<file path="config.mk">
export PLATFORM = sky130hd
export DESIGN_NAME = top_flow_counter_table_top
export DESIGN_NICKNAME = d
export VERILOG_FILES = /design/src/design/tfct_pkg.sv /design/src/design/top_flow_counter_table_top.sv /design/src/design/tfct_ram.sv /design/src/design/tfct_scan.sv
export VERILOG_INCLUDE_DIRS = /design/src /design/src/design
export SDC_FILE = /design/constraint.sdc
export NUM_CORES = 2
export LEC_CHECK = 0
export ABC_AREA = 1
export ABC_CLOCK_PERIOD_IN_PS = 17660
export BUFFER_PORTS_ARGS = -buffer_cell sky130_fd_sc_hd__buf_2
export CAP_MARGIN = 25
export CORE_MARGIN = 2
export CORE_UTILIZATION = 30
export DETAILED_ROUTE_END_ITERATION = 8
export PLACE_DENSITY = 0.52
export REMOVE_ABC_BUFFERS = 1
export SETUP_SLACK_MARGIN = 0.02
export SLEW_MARGIN = 25
export SYNTH_ARGS = -nofsm -noshare
export SYNTH_HDL_FRONTEND = slang
export SYNTH_SLANG_ARGS = --single-unit
export TNS_END_PERCENT = 10
</file>
<file path="constraint.sdc">
create_clock -name clk -period 17.66 [get_ports clk]
set_clock_uncertainty 0.05 [all_clocks]
set_input_delay 1.766 -clock clk [delete_from_list [all_inputs] [get_ports clk]]
set_output_delay 1.766 -clock clk [all_outputs]
set_load 0.02 [all_outputs]
</file>
<file path="src/design/top_flow_counter_table_top_macros.svh">
// ----------------------------------------------------------------------------
// Assertion macros for the top-flow counter table
// Shared concurrent assertion forms, clocked and reset-qualified.
// ----------------------------------------------------------------------------
`ifndef TOP_FLOW_COUNTER_TABLE_TOP_MACROS_SVH
`define TOP_FLOW_COUNTER_TABLE_TOP_MACROS_SVH

// Consequent must hold in the same cycle as the antecedent.
`define TFCT_ASSERT_SAME(label, clk, rst_n, ante, cons, msg) \
	label: assert property (@(posedge clk) disable iff (!rst_n) (ante) |-> (cons)) \
		else $error(msg);

// Consequent must hold in the cycle after the antecedent.
`define TFCT_ASSERT_NEXT(label, clk, rst_n, ante, cons, msg) \
	label: assert property (@(posedge clk) disable iff (!rst_n) (ante) |=> (cons)) \
		else $error(msg);

`endif

</file>
<file path="src/design/tfct_pkg.sv">
// ----------------------------------------------------------------------------
// tfct_pkg
// Types and constants shared by the top-flow counter table modules.
// ----------------------------------------------------------------------------
`timescale 1ns / 1ps
`default_nettype none

package tfct_pkg;

	// Protocol and register constants.
	localparam logic [7:0]  PROTO_TCP   = 8'd6;
	localparam logic [15:0] LIMIT_RESET = 16'd1000;
	localparam logic [31:0] COUNT_MAX   = 32'hFFFF_FFFF;
	localparam logic        KIND_READ   = 1'b1;

	// Slot index width wide enough for the largest supported table.
	localparam int SLOT_IDX_W = 8;

	typedef enum logic [2:0] {
		ACT_IGNORED  = 3'd0,
		ACT_HIT      = 3'd1,
		ACT_INSERTED = 3'd2,
		ACT_REPLACED = 3'd3,
		ACT_READ     = 3'd4
	} action_t;

	typedef struct packed {
		logic        kind;
		logic [7:0]  ip_protocol;
		logic [31:0] source_address;
		logic [31:0] dest_address;
		logic [15:0] source_port;
		logic [15:0] dest_port;
		logic [3:0]  read_slot;
	} in_item_t;

	typedef struct packed {
		action_t     action;
		logic [3:0]  slot;
		logic [31:0] entry_count;
		logic [31:0] entry_source;
		logic [31:0] entry_dest;
		logic [15:0] entry_port;
	} result_t;

	// Flow key and one table entry as stored in memory.
	typedef struct packed {
		logic [31:0] source;
		logic [31:0] dest;
		logic [15:0] port;
	} key_t;

	typedef struct packed {
		logic [31:0] count;
		key_t        key;
	} entry_t;

	// Outcome of one pass over the table.
	typedef struct packed {
		logic                  hit;
		logic [SLOT_IDX_W-1:0] hit_idx;
		logic [31:0]           hit_count;
		logic                  empty;
		logic [SLOT_IDX_W-1:0] empty_idx;
		logic [SLOT_IDX_W-1:0] min_idx;
	} scan_result_t;

endpackage

`default_nettype wire

</file>
<file path="src/design/top_flow_counter_table_top.sv">
// ----------------------------------------------------------------------------
// top_flow_counter_table_top
// Counts TCP flows in a small table, evicting the lowest-count flow.
// ----------------------------------------------------------------------------
//
//   Channel   Direction  Handshake             Payload
//   cfg       in         cfg_wr_en             cfg_wr_data (source port limit)
//   in        in         in_valid / in_stall   in_data  (tfct_pkg::in_item_t)
//   out       out        out_valid / out_stall out_data (tfct_pkg::result_t)
//
// For a counted packet, the single read port of the table memory is stepped
// over every slot, then the ST_LAST state finishes the pass and ST_WRITE
// writes back. A read passes through ST_READ; an ignored packet goes to ST_DONE.
// Reset clears the slot valid flags at once; there is no clearing pass.
// The output register holds a finished beat while the next item is accepted;
// a stall on the output delays only the hand-off of the following result.
// ----------------------------------------------------------------------------
`timescale 1ns / 1ps
`default_nettype none

`include "top_flow_counter_table_top_macros.svh"

module top_flow_counter_table_top #(
	parameter int SLOTS = 16
) (
	input  wire logic              clk,
	input  wire logic              arst_n,
	input  wire logic              cfg_wr_en,
	input  wire logic [15:0]       cfg_wr_data,
	input  wire logic              in_valid,
	output logic                   in_stall,
	input  wire tfct_pkg::in_item_t in_data,
	output logic                   out_valid,
	input  wire logic              out_stall,
	output tfct_pkg::result_t      out_data
);

	import tfct_pkg::*;

	localparam int IW  = $clog2(SLOTS);
	localparam int RSW = (IW > 4) ? IW : 4;

	typedef enum logic [5:0] {
		ST_IDLE  = 6'b000001,
		ST_SCAN  = 6'b000010,
		ST_LAST  = 6'b000100,
		ST_WRITE = 6'b001000,
		ST_READ  = 6'b010000,
		ST_DONE  = 6'b100000
	} state_t;

	state_t         state_q;
	logic [15:0]    limit_q;
	logic [SLOTS-1:0] valid_q;
	logic [IW-1:0]  addr_q;
	key_t           key_q;
	logic [3:0]     rslot_q;
	logic           in_range_q;
	result_t        res_q;
	logic           out_valid_q;
	result_t        out_data_q;

	logic           beat_valid_s1;
	logic [IW-1:0]  beat_idx_s1;
	logic           used_s1;

	logic           in_acc;
	logic           counted;
	logic           rd_en;
	logic [IW-1:0]  rd_addr;
	logic [RSW-1:0] rs_ext;
	logic           rs_in_range;
	entry_t         rd_data;
	logic           wr_en;
	logic [IW-1:0]  wr_idx;
	entry_t         wr_data;
	logic [IW+3:0]  wr_idx_wide;
	logic [31:0]    new_count;
	action_t        wr_action;
	scan_result_t   scan;
	key_t           in_key;
	logic           out_free;

	assign in_acc   = in_valid && !in_stall;
	assign in_stall = (state_q != ST_IDLE);
	assign out_free = !out_valid_q || !out_stall;

	assign in_key.source = in_data.source_address;
	assign in_key.dest   = in_data.dest_address;
	assign in_key.port   = in_data.dest_port;

	assign counted = (in_data.ip_protocol == PROTO_TCP) && (in_data.source_port < limit_q);

	// Read slot index and its range check against the table depth.
	assign rs_ext      = RSW'(in_data.read_slot);
	assign rs_in_range = (9'(in_data.read_slot) < 9'(SLOTS));

	// Memory read port: the scan counter, or the requested slot of a read.
	always_comb begin
		rd_en   = 1'b0;
		rd_addr = addr_q;
		if (state_q == ST_SCAN) begin
			rd_en = 1'b1;
		end else if (in_acc && in_data.kind == KIND_READ && rs_in_range) begin
			rd_en   = 1'b1;
			rd_addr = rs_ext[IW-1:0];
		end
	end

	// Write-back decision after the pass: hit, then first empty, then minimum.
	always_comb begin
		if (scan.hit) begin
			wr_idx    = scan.hit_idx[IW-1:0];
			new_count = (scan.hit_count == COUNT_MAX) ? COUNT_MAX : scan.hit_count + 32'd1;
			wr_action = ACT_HIT;
		end else if (scan.empty) begin
			wr_idx    = scan.empty_idx[IW-1:0];
			new_count = 32'd1;
			wr_action = ACT_INSERTED;
		end else begin
			wr_idx    = scan.min_idx[IW-1:0];
			new_count = 32'd1;
			wr_action = ACT_REPLACED;
		end
		wr_en         = (state_q == ST_WRITE);
		wr_data.count = new_count;
		wr_data.key   = key_q;
		wr_idx_wide   = {4'b0000, wr_idx};
	end

	tfct_ram #(
		.WIDTH($bits(entry_t)),
		.DEPTH(SLOTS)
	) u_ram (
		.clk     (clk),
		.wr_en   (wr_en),
		.wr_addr (wr_idx),
		.wr_data (wr_data),
		.rd_en   (rd_en),
		.rd_addr (rd_addr),
		.rd_data (rd_data)
	);

	tfct_scan #(
		.SLOTS(SLOTS)
	) u_scan (
		.clk        (clk),
		.arst_n     (arst_n),
		.start      (in_acc),
		.beat_valid (beat_valid_s1),
		.beat_idx   (beat_idx_s1),
		.beat_used  (used_s1),
		.beat_entry (rd_data),
		.key        (key_q),
		.result     (scan)
	);

	// Read pipeline stage alongside the memory output.
	always_ff @(posedge clk or negedge arst_n) begin
		if (!arst_n) begin
			beat_valid_s1 <= 1'b0;
		end else begin
			beat_valid_s1 <= (state_q == ST_SCAN);
		end
	end

	always_ff @(posedge clk) begin
		if (rd_en) begin
			beat_idx_s1 <= rd_addr;
			used_s1     <= valid_q[rd_addr];
		end
	end

	// Configuration register.
	always_ff @(posedge clk or negedge arst_n) begin
		if (!arst_n) begin
			limit_q <= LIMIT_RESET;
		end else if (cfg_wr_en) begin
			limit_q <= cfg_wr_data;
		end
	end

	// Slot valid flags: a slot becomes used on its first write.
	always_ff @(posedge clk or negedge arst_n) begin
		if (!arst_n) begin
			valid_q <= '0;
		end else if (wr_en) begin
			valid_q[wr_idx] <= 1'b1;
		end
	end

	// Sequencer.
	always_ff @(posedge clk or negedge arst_n) begin
		if (!arst_n) begin
			state_q <= ST_IDLE;
			addr_q  <= '0;
		end else begin
			case (state_q)
				ST_IDLE: begin
					addr_q <= '0;
					if (in_acc) begin
						if (in_data.kind == KIND_READ) begin
							state_q <= ST_READ;
						end else if (counted) begin
							state_q <= ST_SCAN;
						end else begin
							state_q <= ST_DONE;
						end
					end
				end
				ST_SCAN: begin
					addr_q <= addr_q + IW'(1);
					if (addr_q == IW'(SLOTS - 1)) begin
						state_q <= ST_LAST;
					end
				end
				ST_LAST: begin
					state_q <= ST_WRITE;
				end
				ST_WRITE: begin
					state_q <= ST_DONE;
				end
				ST_READ: begin
					state_q <= ST_DONE;
				end
				ST_DONE: begin
					if (out_free) begin
						state_q <= ST_IDLE;
					end
				end
				default: begin
					state_q <= ST_IDLE;
				end
			endcase
		end
	end

	// Item fields and the pending result.
	always_ff @(posedge clk) begin
		if (in_acc) begin
			key_q      <= in_key;
			rslot_q    <= in_data.read_slot;
			in_range_q <= rs_in_range;
			if (in_data.kind != KIND_READ && !counted) begin
				res_q <= '{action: ACT_IGNORED, default: '0};
			end
		end
		if (state_q == ST_WRITE) begin
			res_q.action       <= wr_action;
			res_q.slot         <= wr_idx_wide[3:0];
			res_q.entry_count  <= new_count;
			res_q.entry_source <= key_q.source;
			res_q.entry_dest   <= key_q.dest;
			res_q.entry_port   <= key_q.port;
		end
		if (state_q == ST_READ) begin
			res_q.action <= ACT_READ;
			res_q.slot   <= rslot_q;
			if (in_range_q && used_s1) begin
				res_q.entry_count  <= rd_data.count;
				res_q.entry_source <= rd_data.key.source;
				res_q.entry_dest   <= rd_data.key.dest;
				res_q.entry_port   <= rd_data.key.port;
			end else begin
				res_q.entry_count  <= '0;
				res_q.entry_source <= '0;
				res_q.entry_dest   <= '0;
				res_q.entry_port   <= '0;
			end
		end
	end

	// Output register.
	always_ff @(posedge clk or negedge arst_n) begin
		if (!arst_n) begin
			out_valid_q <= 1'b0;
		end else if (state_q == ST_DONE && out_free) begin
			out_valid_q <= 1'b1;
		end else if (!out_stall) begin
			out_valid_q <= 1'b0;
		end
	end

	always_ff @(posedge clk) begin
		if (state_q == ST_DONE && out_free) begin
			out_data_q <= res_q;
		end
	end

	assign out_valid = out_valid_q;
	assign out_data  = out_data_q;

	// Checks.
	`TFCT_ASSERT_NEXT(a_count_starts_scan, clk, arst_n, in_acc && in_data.kind != KIND_READ && counted, state_q == ST_SCAN, "counted packet did not start a table pass")
	`TFCT_ASSERT_SAME(a_write_in_range, clk, arst_n, wr_en, (IW + 1)'(wr_idx) < (IW + 1)'(SLOTS), "write-back slot beyond table depth")
	`TFCT_ASSERT_NEXT(a_done_loads_out, clk, arst_n, state_q == ST_DONE && out_free, out_valid && state_q == ST_IDLE, "finished result not moved to output")
	`TFCT_ASSERT_SAME(a_touched_nonzero, clk, arst_n, out_valid && (out_data.action == ACT_HIT || out_data.action == ACT_INSERTED || out_data.action == ACT_REPLACED), out_data.entry_count != 32'd0, "touched slot left with zero count")

endmodule

`default_nettype wire

</file>
<file path="src/design/tfct_ram.sv">
// ----------------------------------------------------------------------------
// tfct_ram
// Generic simple dual-port RAM: one write port, one registered read port.
// ----------------------------------------------------------------------------
`timescale 1ns / 1ps
`default_nettype none

module tfct_ram #(
	parameter int WIDTH = 8,
	parameter int DEPTH = 16
) (
	input  wire logic                     clk,
	input  wire logic                     wr_en,
	input  wire logic [$clog2(DEPTH)-1:0] wr_addr,
	input  wire logic [WIDTH-1:0]         wr_data,
	input  wire logic                     rd_en,
	input  wire logic [$clog2(DEPTH)-1:0] rd_addr,
	output logic      [WIDTH-1:0]         rd_data
);

	logic [WIDTH-1:0] mem_q [DEPTH];

	// Write port.
	always_ff @(posedge clk) begin
		if (wr_en) begin
			mem_q[wr_addr] <= wr_data;
		end
	end

	// Registered read port.
	always_ff @(posedge clk) begin
		if (rd_en) begin
			rd_data <= mem_q[rd_addr];
		end
	end

endmodule

`default_nettype wire

</file>
<file path="src/design/tfct_scan.sv">
// ----------------------------------------------------------------------------
// tfct_scan
// Tracks key match, first empty slot and lowest count over a table pass.
// ----------------------------------------------------------------------------
`timescale 1ns / 1ps
`default_nettype none

module tfct_scan #(
	parameter int SLOTS = 16
) (
	input  wire logic                        clk,
	input  wire logic                        arst_n,
	input  wire logic                        start,
	input  wire logic                        beat_valid,
	input  wire logic [$clog2(SLOTS)-1:0]    beat_idx,
	input  wire logic                        beat_used,
	input  wire tfct_pkg::entry_t            beat_entry,
	input  wire tfct_pkg::key_t              key,
	output tfct_pkg::scan_result_t           result
);

	import tfct_pkg::*;

	localparam int IW = $clog2(SLOTS);

	logic          hit_q;
	logic          empty_q;
	logic [IW-1:0] hit_idx_q;
	logic [IW-1:0] empty_idx_q;
	logic [IW-1:0] min_idx_q;
	logic [31:0]   hit_count_q;
	logic [31:0]   min_count_q;
	logic [31:0]   count_eff;
	logic          match;
	logic          take_min;

	// An unused slot reads as empty, whatever the memory holds.
	assign count_eff = beat_used ? beat_entry.count : 32'd0;
	assign match     = beat_used && (beat_entry.key == key);
	assign take_min  = (beat_idx == '0) || (count_eff < min_count_q);

	// Found flags.
	always_ff @(posedge clk or negedge arst_n) begin
		if (!arst_n) begin
			hit_q   <= 1'b0;
			empty_q <= 1'b0;
		end else if (start) begin
			hit_q   <= 1'b0;
			empty_q <= 1'b0;
		end else if (beat_valid) begin
			if (match) begin
				hit_q <= 1'b1;
			end
			if (!beat_used) begin
				empty_q <= 1'b1;
			end
		end
	end

	// Captured indices and counts; the first match and first empty win.
	always_ff @(posedge clk) begin
		if (beat_valid) begin
			if (match && !hit_q) begin
				hit_idx_q   <= beat_idx;
				hit_count_q <= count_eff;
			end
			if (!beat_used && !empty_q) begin
				empty_idx_q <= beat_idx;
			end
			if (take_min) begin
				min_idx_q   <= beat_idx;
				min_count_q <= count_eff;
			end
		end
	end

	always_comb begin
		result.hit       = hit_q;
		result.hit_idx   = SLOT_IDX_W'(hit_idx_q);
		result.hit_count = hit_count_q;
		result.empty     = empty_q;
		result.empty_idx = SLOT_IDX_W'(empty_idx_q);
		result.min_idx   = SLOT_IDX_W'(min_idx_q);
	end

endmodule

`default_nettype wire

</file>
After elaboration in Yosys (flattened, before gate mapping). Memories as Yosys holds them, arrays and structs flattened. A register that Yosys moved wholly into a read port is not among the register bits. Index checks and enable logic that the tools add are counted. Widths: inputs -> output; s select.

Reduce and logical (&&, ||, !) cells: 35. Equality and inequality tests: 16. Bitwise operators: 2. Multiplexer cells: 37. Magnitude comparators: 5. Add/subtract/negate cells: 2.

Operator list (number): $mux 119 (3); $mux 116 (1); $mux 112 (1); $mux 32 (3); $eq 80x80->1 (1); $add 32x1->32 const B (1); $eq 32x32->1 const B (1); $lt 32x32->1 (1); $mux 6 (5); $pmux 6 s5 (1); $lt 16x16->1 (1); $mux 4 (4); $or 16x16->16 (1); $mux 1 (15); $reduce_and 2->1 (7); $lt 4x5->1 const B (2); $reduce_bool 2->1 (5); $logic_and 1x1->1 (9); $eq 8x3->1 const B (1); $pmux 4 s2 (1); $logic_not 1->1 (7); $eq 6x1->1 const B (1); $eq 6x2->1 const B (1); $eq 6x3->1 const B (1); other kinds (18) (23).

Logic and storage cells: 129. Bits in registers: 449. Memory bits (writable): 1792. Bits of input ports: 130. Memories: 1.

Memories: u_ram.mem_q (words 16, bits a word 112, read ports 1, clocked after memory_dff 1, write ports 1, line tfct_ram.sv:21) `logic [WIDTH-1:0] mem_q [DEPTH];`.

Logic depth before layout (Yosys ltp).
Depth in word-level cells: 8. Gate-level depth with buffers: 16. Gate-level depth less buffers: 14.

Cells and area by module. From an unflattened synthesis, not the netlist that was laid out.

Cell total of the unflattened synthesis: 8997. Area total of the unflattened synthesis: 99376.6 µm².

Modules (own cells, without submodules): tfct_ram (instances 1, cells each 7347, seq. area each 57174.8 µm², area each 79749.0 µm²); top_flow_counter_table_top (instances 1, cells each 1089, seq. area each 10899.2 µm², area each 14854.2 µm²); tfct_scan (instances 1, cells each 561, seq. area each 2332.2 µm², area each 4773.3 µm²).

Least setup slack after synthesis. Ideal clock, no wire load.

Path kind: reg-to-reg. Start point: register u_scan.hit_q. End point: register valid_q[13]. Data arrival time: 12802 ps. Required time: 17478 ps. Stages on the path, launching flop included: 9. Period minus slack after synthesis: 12984 ps. Setup slack: 4676 ps. Cell sequence: dfrtp_1 > clkbuf_1 > inv_1 > clkbuf_1 > o211ai_1 > o21ai_0 > nand2_1 > nor4_1 > or2_2.

Word-level cells in the longest chain between the ends: 6. Elaborated cells on any way between the ends: 7.

RTL lines: start: declaration (line tfct_scan.sv:26) `logic hit_q;`; start signal: assignment (line tfct_scan.sv:45) `hit_q <= 1'b0;`; start signal: assignment (line tfct_scan.sv:48) `hit_q <= 1'b0;`; start signal: assignment (line tfct_scan.sv:52) `hit_q <= 1'b1;`; $mux 4 (*) (line top_flow_counter_table_top.sv:112) `if (scan.hit) begin`; $lt 4x5->1 (not written as such) / $ge 4x1->1 (equally long branches) (line top_flow_counter_table_top.sv:188) `valid_q[wr_idx] <= 1'b1;`; $logic_and 1x1->1 (not written as such) (line top_flow_counter_table_top.sv:188); $mux 1 (not written as such) (line top_flow_counter_table_top.sv:188); $demux 1 s4 (*) (line top_flow_counter_table_top.sv:188); $or 16x16->16 (no line) (*); end signal: assignment (line top_flow_counter_table_top.sv:186) `valid_q <= '0;`; end signal: indexed assignment (line top_flow_counter_table_top.sv:188); end: declaration (line top_flow_counter_table_top.sv:54) `logic [SLOTS-1:0] valid_q;`.

Every way passes the cells marked *; elsewhere a longest branch is shown, timed or not. A chain may end at the register's enable or synchronous reset.

Worst setup path after layout.
Start point: input in_valid. End point: register u_ram.rd_data[78] (read register of u_ram.mem_q) (data pin).

Word-level cells in the longest chain between the ends: 4. Elaborated cells on any way between the ends: 6.

RTL lines: start: declaration (line top_flow_counter_table_top.sv:30) `input wire logic in_valid,`; $logic_and 1x1->1 (*) (line top_flow_counter_table_top.sv:84) `assign in_acc = in_valid && !in_stall;`; $logic_and 1x1->1 (*) (line top_flow_counter_table_top.sv:104) `end else if (in_acc && in_data.kind == KIND_READ && rs_in_range) begin`; $mux 4 / $mux 1 (equally long branches) (line top_flow_counter_table_top.sv:104); $mux 4 / $mux 1 (equally long branches) (line top_flow_counter_table_top.sv:102) `if (state_q == ST_SCAN) begin`; end: declaration (line tfct_ram.sv:18) `output logic [WIDTH-1:0] rd_data`.

Marked as above.

==> flow_summary.ini <==
[routing]
routed_wirelength_um = 307000
drc = 0
viasPerCell = 4.78
drt_pass1_iterations = 6
drtIter0Drc = 7119
wl_per_cell_um = 22.0
via_count = 66721
ant_nets = 0

[grt]
grt_pass1_wl_um = 443000
grt_start_max_net_pins = 202
track_usage = 0.177
grt_overflow = 0
grt_pass1_vias = 63238
antenna_found_initial = 25

[synthesis]
synthCells = 9176
synth_edf_count = 2304
ys_ff_latch = 2353
synthArstFlopShare = 0.0195
syn_avg_cell_area_um2 = 10.9
ys_types = 43
netlist_area_um2 = 100000
yosysWarnings = 0
ys.flop_type = edfxtp_1
synth-seq-area-share = 0.703

[timing]
period_needed_ns = 6.38
worst_slack_ns = 11.28
fmax_mhz = 157
worst_slew_pin_slew_ns = 1.26
grt_setup_unrepaired = no
slew_viol_final = 0
fin_tns_setup_ns = 0
hold_viol_final = 0
finalSetupViolCount = 0
relSlewSlack = 0.161
post-route-period-util = 0.361

[worst_setup_path]
cp.required_ns = 18.25
cp-end-kind = flip-flop
crit_type = in2reg
start_kind = input pin
worst-path-buf-inv = 4
path_cells = buf_2 > nand4_4 > nand2_8 > buf_4 > buf_4 > buf_4 > nand2_1 > nand3_1 > nand3_1 > nand3_1 > nand2_1
arrival_ns = 6.96
cp_max_fo = 117
crit_path_max_incr_delay_ns = 0.89
cpMaxStageDelayCell = buf_4
cpLargestDelayFamily = buffers and inverters

[placement]
port_buffers = 250
pre_cts_ws_ns = 10.45
gp_congestion = 0.874
hpwlAfterDp_um = 162000

[floorplanning]
die_w_um = 582
io_pins = 251
die_area_um2 = 339000
core_area_um2 = 333000
initial_core_util = 0.301
die_y_um = 582
row_count = 212

[clock_network]
cts_root_buffer = clkbuf_16
cts_inserted_buffers = 241
postCtsSetupBuffers = 0
clk_pin_slew_ns = 0.06
cts_resized = 0
htreeDepth = 4
cts_tree = done
clock_sinks = 2353
cts_hold_buf = 0
cts_max_path_buffers = 4
insertion_delay_ns = 0.92

[power]
p_leak_nw = 46.7
max-vdd-ir-drop_v = 0.0000799
p_per_area_nw_per_um2 = 118

[final_layout]
drive_gt1_frac = 0.0824
fin_util = 0.343
nets = 9536
final_common_cell = edfxtp_1
syn_to_final_growth_pct = 13.9
final_cell_mix = edfxtp_1, nand2_1, inv_1

[status]
status = finished, final reports clean

[flow_run]
max_cap_violations = 0

[hold_path]
hp-class = reg2reg
==> worst reg2reg max path, delay by kind of cell (launching register included) <==
kind | cells | cell delay (ns)
buf+inv | 3 | 2.89
flops | 1 | 0.41
simple gates | 10 | 2.67
==> area by class of cell <==
cell class                 count  area (um^2)
fill                       32921       219000
sequential                  2353        70400
multi-input combinational   4478        20900
inverter                    1913         7200
clock buffer                 287         6220
tap                         4387         5490
timing repair buffer         371         2470
clock inverter               151         1470
antenna                        5         12.5
==> metrics by stage <==
stage | std cells | cell area [um^2] | hold slack [ns] | power, W
6_report | 13945 | 114000 | 0.366 | 0.0134
5_1_grt | 13940 | 114000 | 0.374 | 0.0139
4_1_cts | 13938 | 114000 | 0.369 | 0.0135
3_5_place_dp | 13500 | 106000 | 0.355 | 0.00845
3_3_place_gp | 13495 | 106000 | 0.356 | 0.00843
2_1_floorplan | 8744 | 98200 | 0.350 | 0.00801
==> final timing paths <==
check | to | slack, ns | from | cells after the start
setup reg to reg | u_ram.rd_data[78] | 11.42 | state_q[5] | 13
setup / recovery | u_ram.rd_data[78] | 11.28 | in_valid | 11
max in group asynchronous | valid_q[4] | 16.18 | arst_n | 2
min in group asynchronous | limit_q[2] | 0.92 | arst_n | 2
hold / removal | out_data[57] | 0.37 | res_q[57] | 0
hold reg to reg | out_data[57] | 0.37 | res_q[57] | 0
==> sequential cells by signal (all words and copies together) (netlist names), 4 cells and up <==
| register | count |
|---|---|
| addr_q | 4 |
| beat_idx_s1 | 4 |
| key_q | 80 |
| limit_q | 16 |
| out_data | 119 |
| res_q | 119 |
| rslot_q | 4 |
| state_q | 6 |
| u_ram.mem_q | 1792 |
| u_ram.rd_data | 112 |
| u_scan.empty_idx_q | 4 |
| u_scan.hit_count_q | 32 |
| u_scan.hit_idx_q | 4 |
| u_scan.min_count_q | 32 |
| u_scan.min_idx_q | 4 |
| valid_q | 16 |
==> metal layers <==
| layer | track usage | wire (um) | up-vias |
|---|---|---|---|
| li1 | - | - | 30442 |
| met1 | 0.257 | 139000 | 33088 |
| met5 | 0 | 0 | - |
| met3 | 0.0246 | 22600 | 476 |
| met4 | 0.0475 | 8350 | 0 |
| met2 | 0.274 | 137000 | 2715 |
==> Yosys cell counts, types with 25 or more instances <==
cell type  instances  area share
edfxtp_1        2304        0.69
nand2_1         2163       0.081
inv_1           1909       0.072
nand3_1         1694       0.085
buf_2            245       0.012
clkbuf_1         140      0.0052
o21ai_0          128      0.0064
nand3b_1         118      0.0088
nor2_1           112      0.0042
ha_1              48      0.0060
dfrtp_1           39      0.0097
a21oi_1           32      0.0016
o22ai_1           29      0.0018
buf_1             27      0.0010
xnor2_1           25      0.0022
==> power by group <==
group          leakage [nW]  switching, W  internal (W)
combinational          21.3       0.00122      0.000399
clock                  3.76       0.00219       0.00290
sequential             21.6      0.000225       0.00649
total                  46.7       0.00364       0.00979
==> kinds of logic after synthesis <==
| kind of cell | share of synthesized area |
|---|---|
| buffers and inverters | 0.0918 |
| AO/OA/AOI/OAI | 0.0122 |
| multiplexers | 0.000112 |
| flip-flops | 0.703 |
| AND/OR/NAND/NOR | 0.183 |
| XOR/XNOR | 0.00385 |
| adder cells (fa/ha/maj) | 0.00599 |
Power figures use the tool's default switching activity.
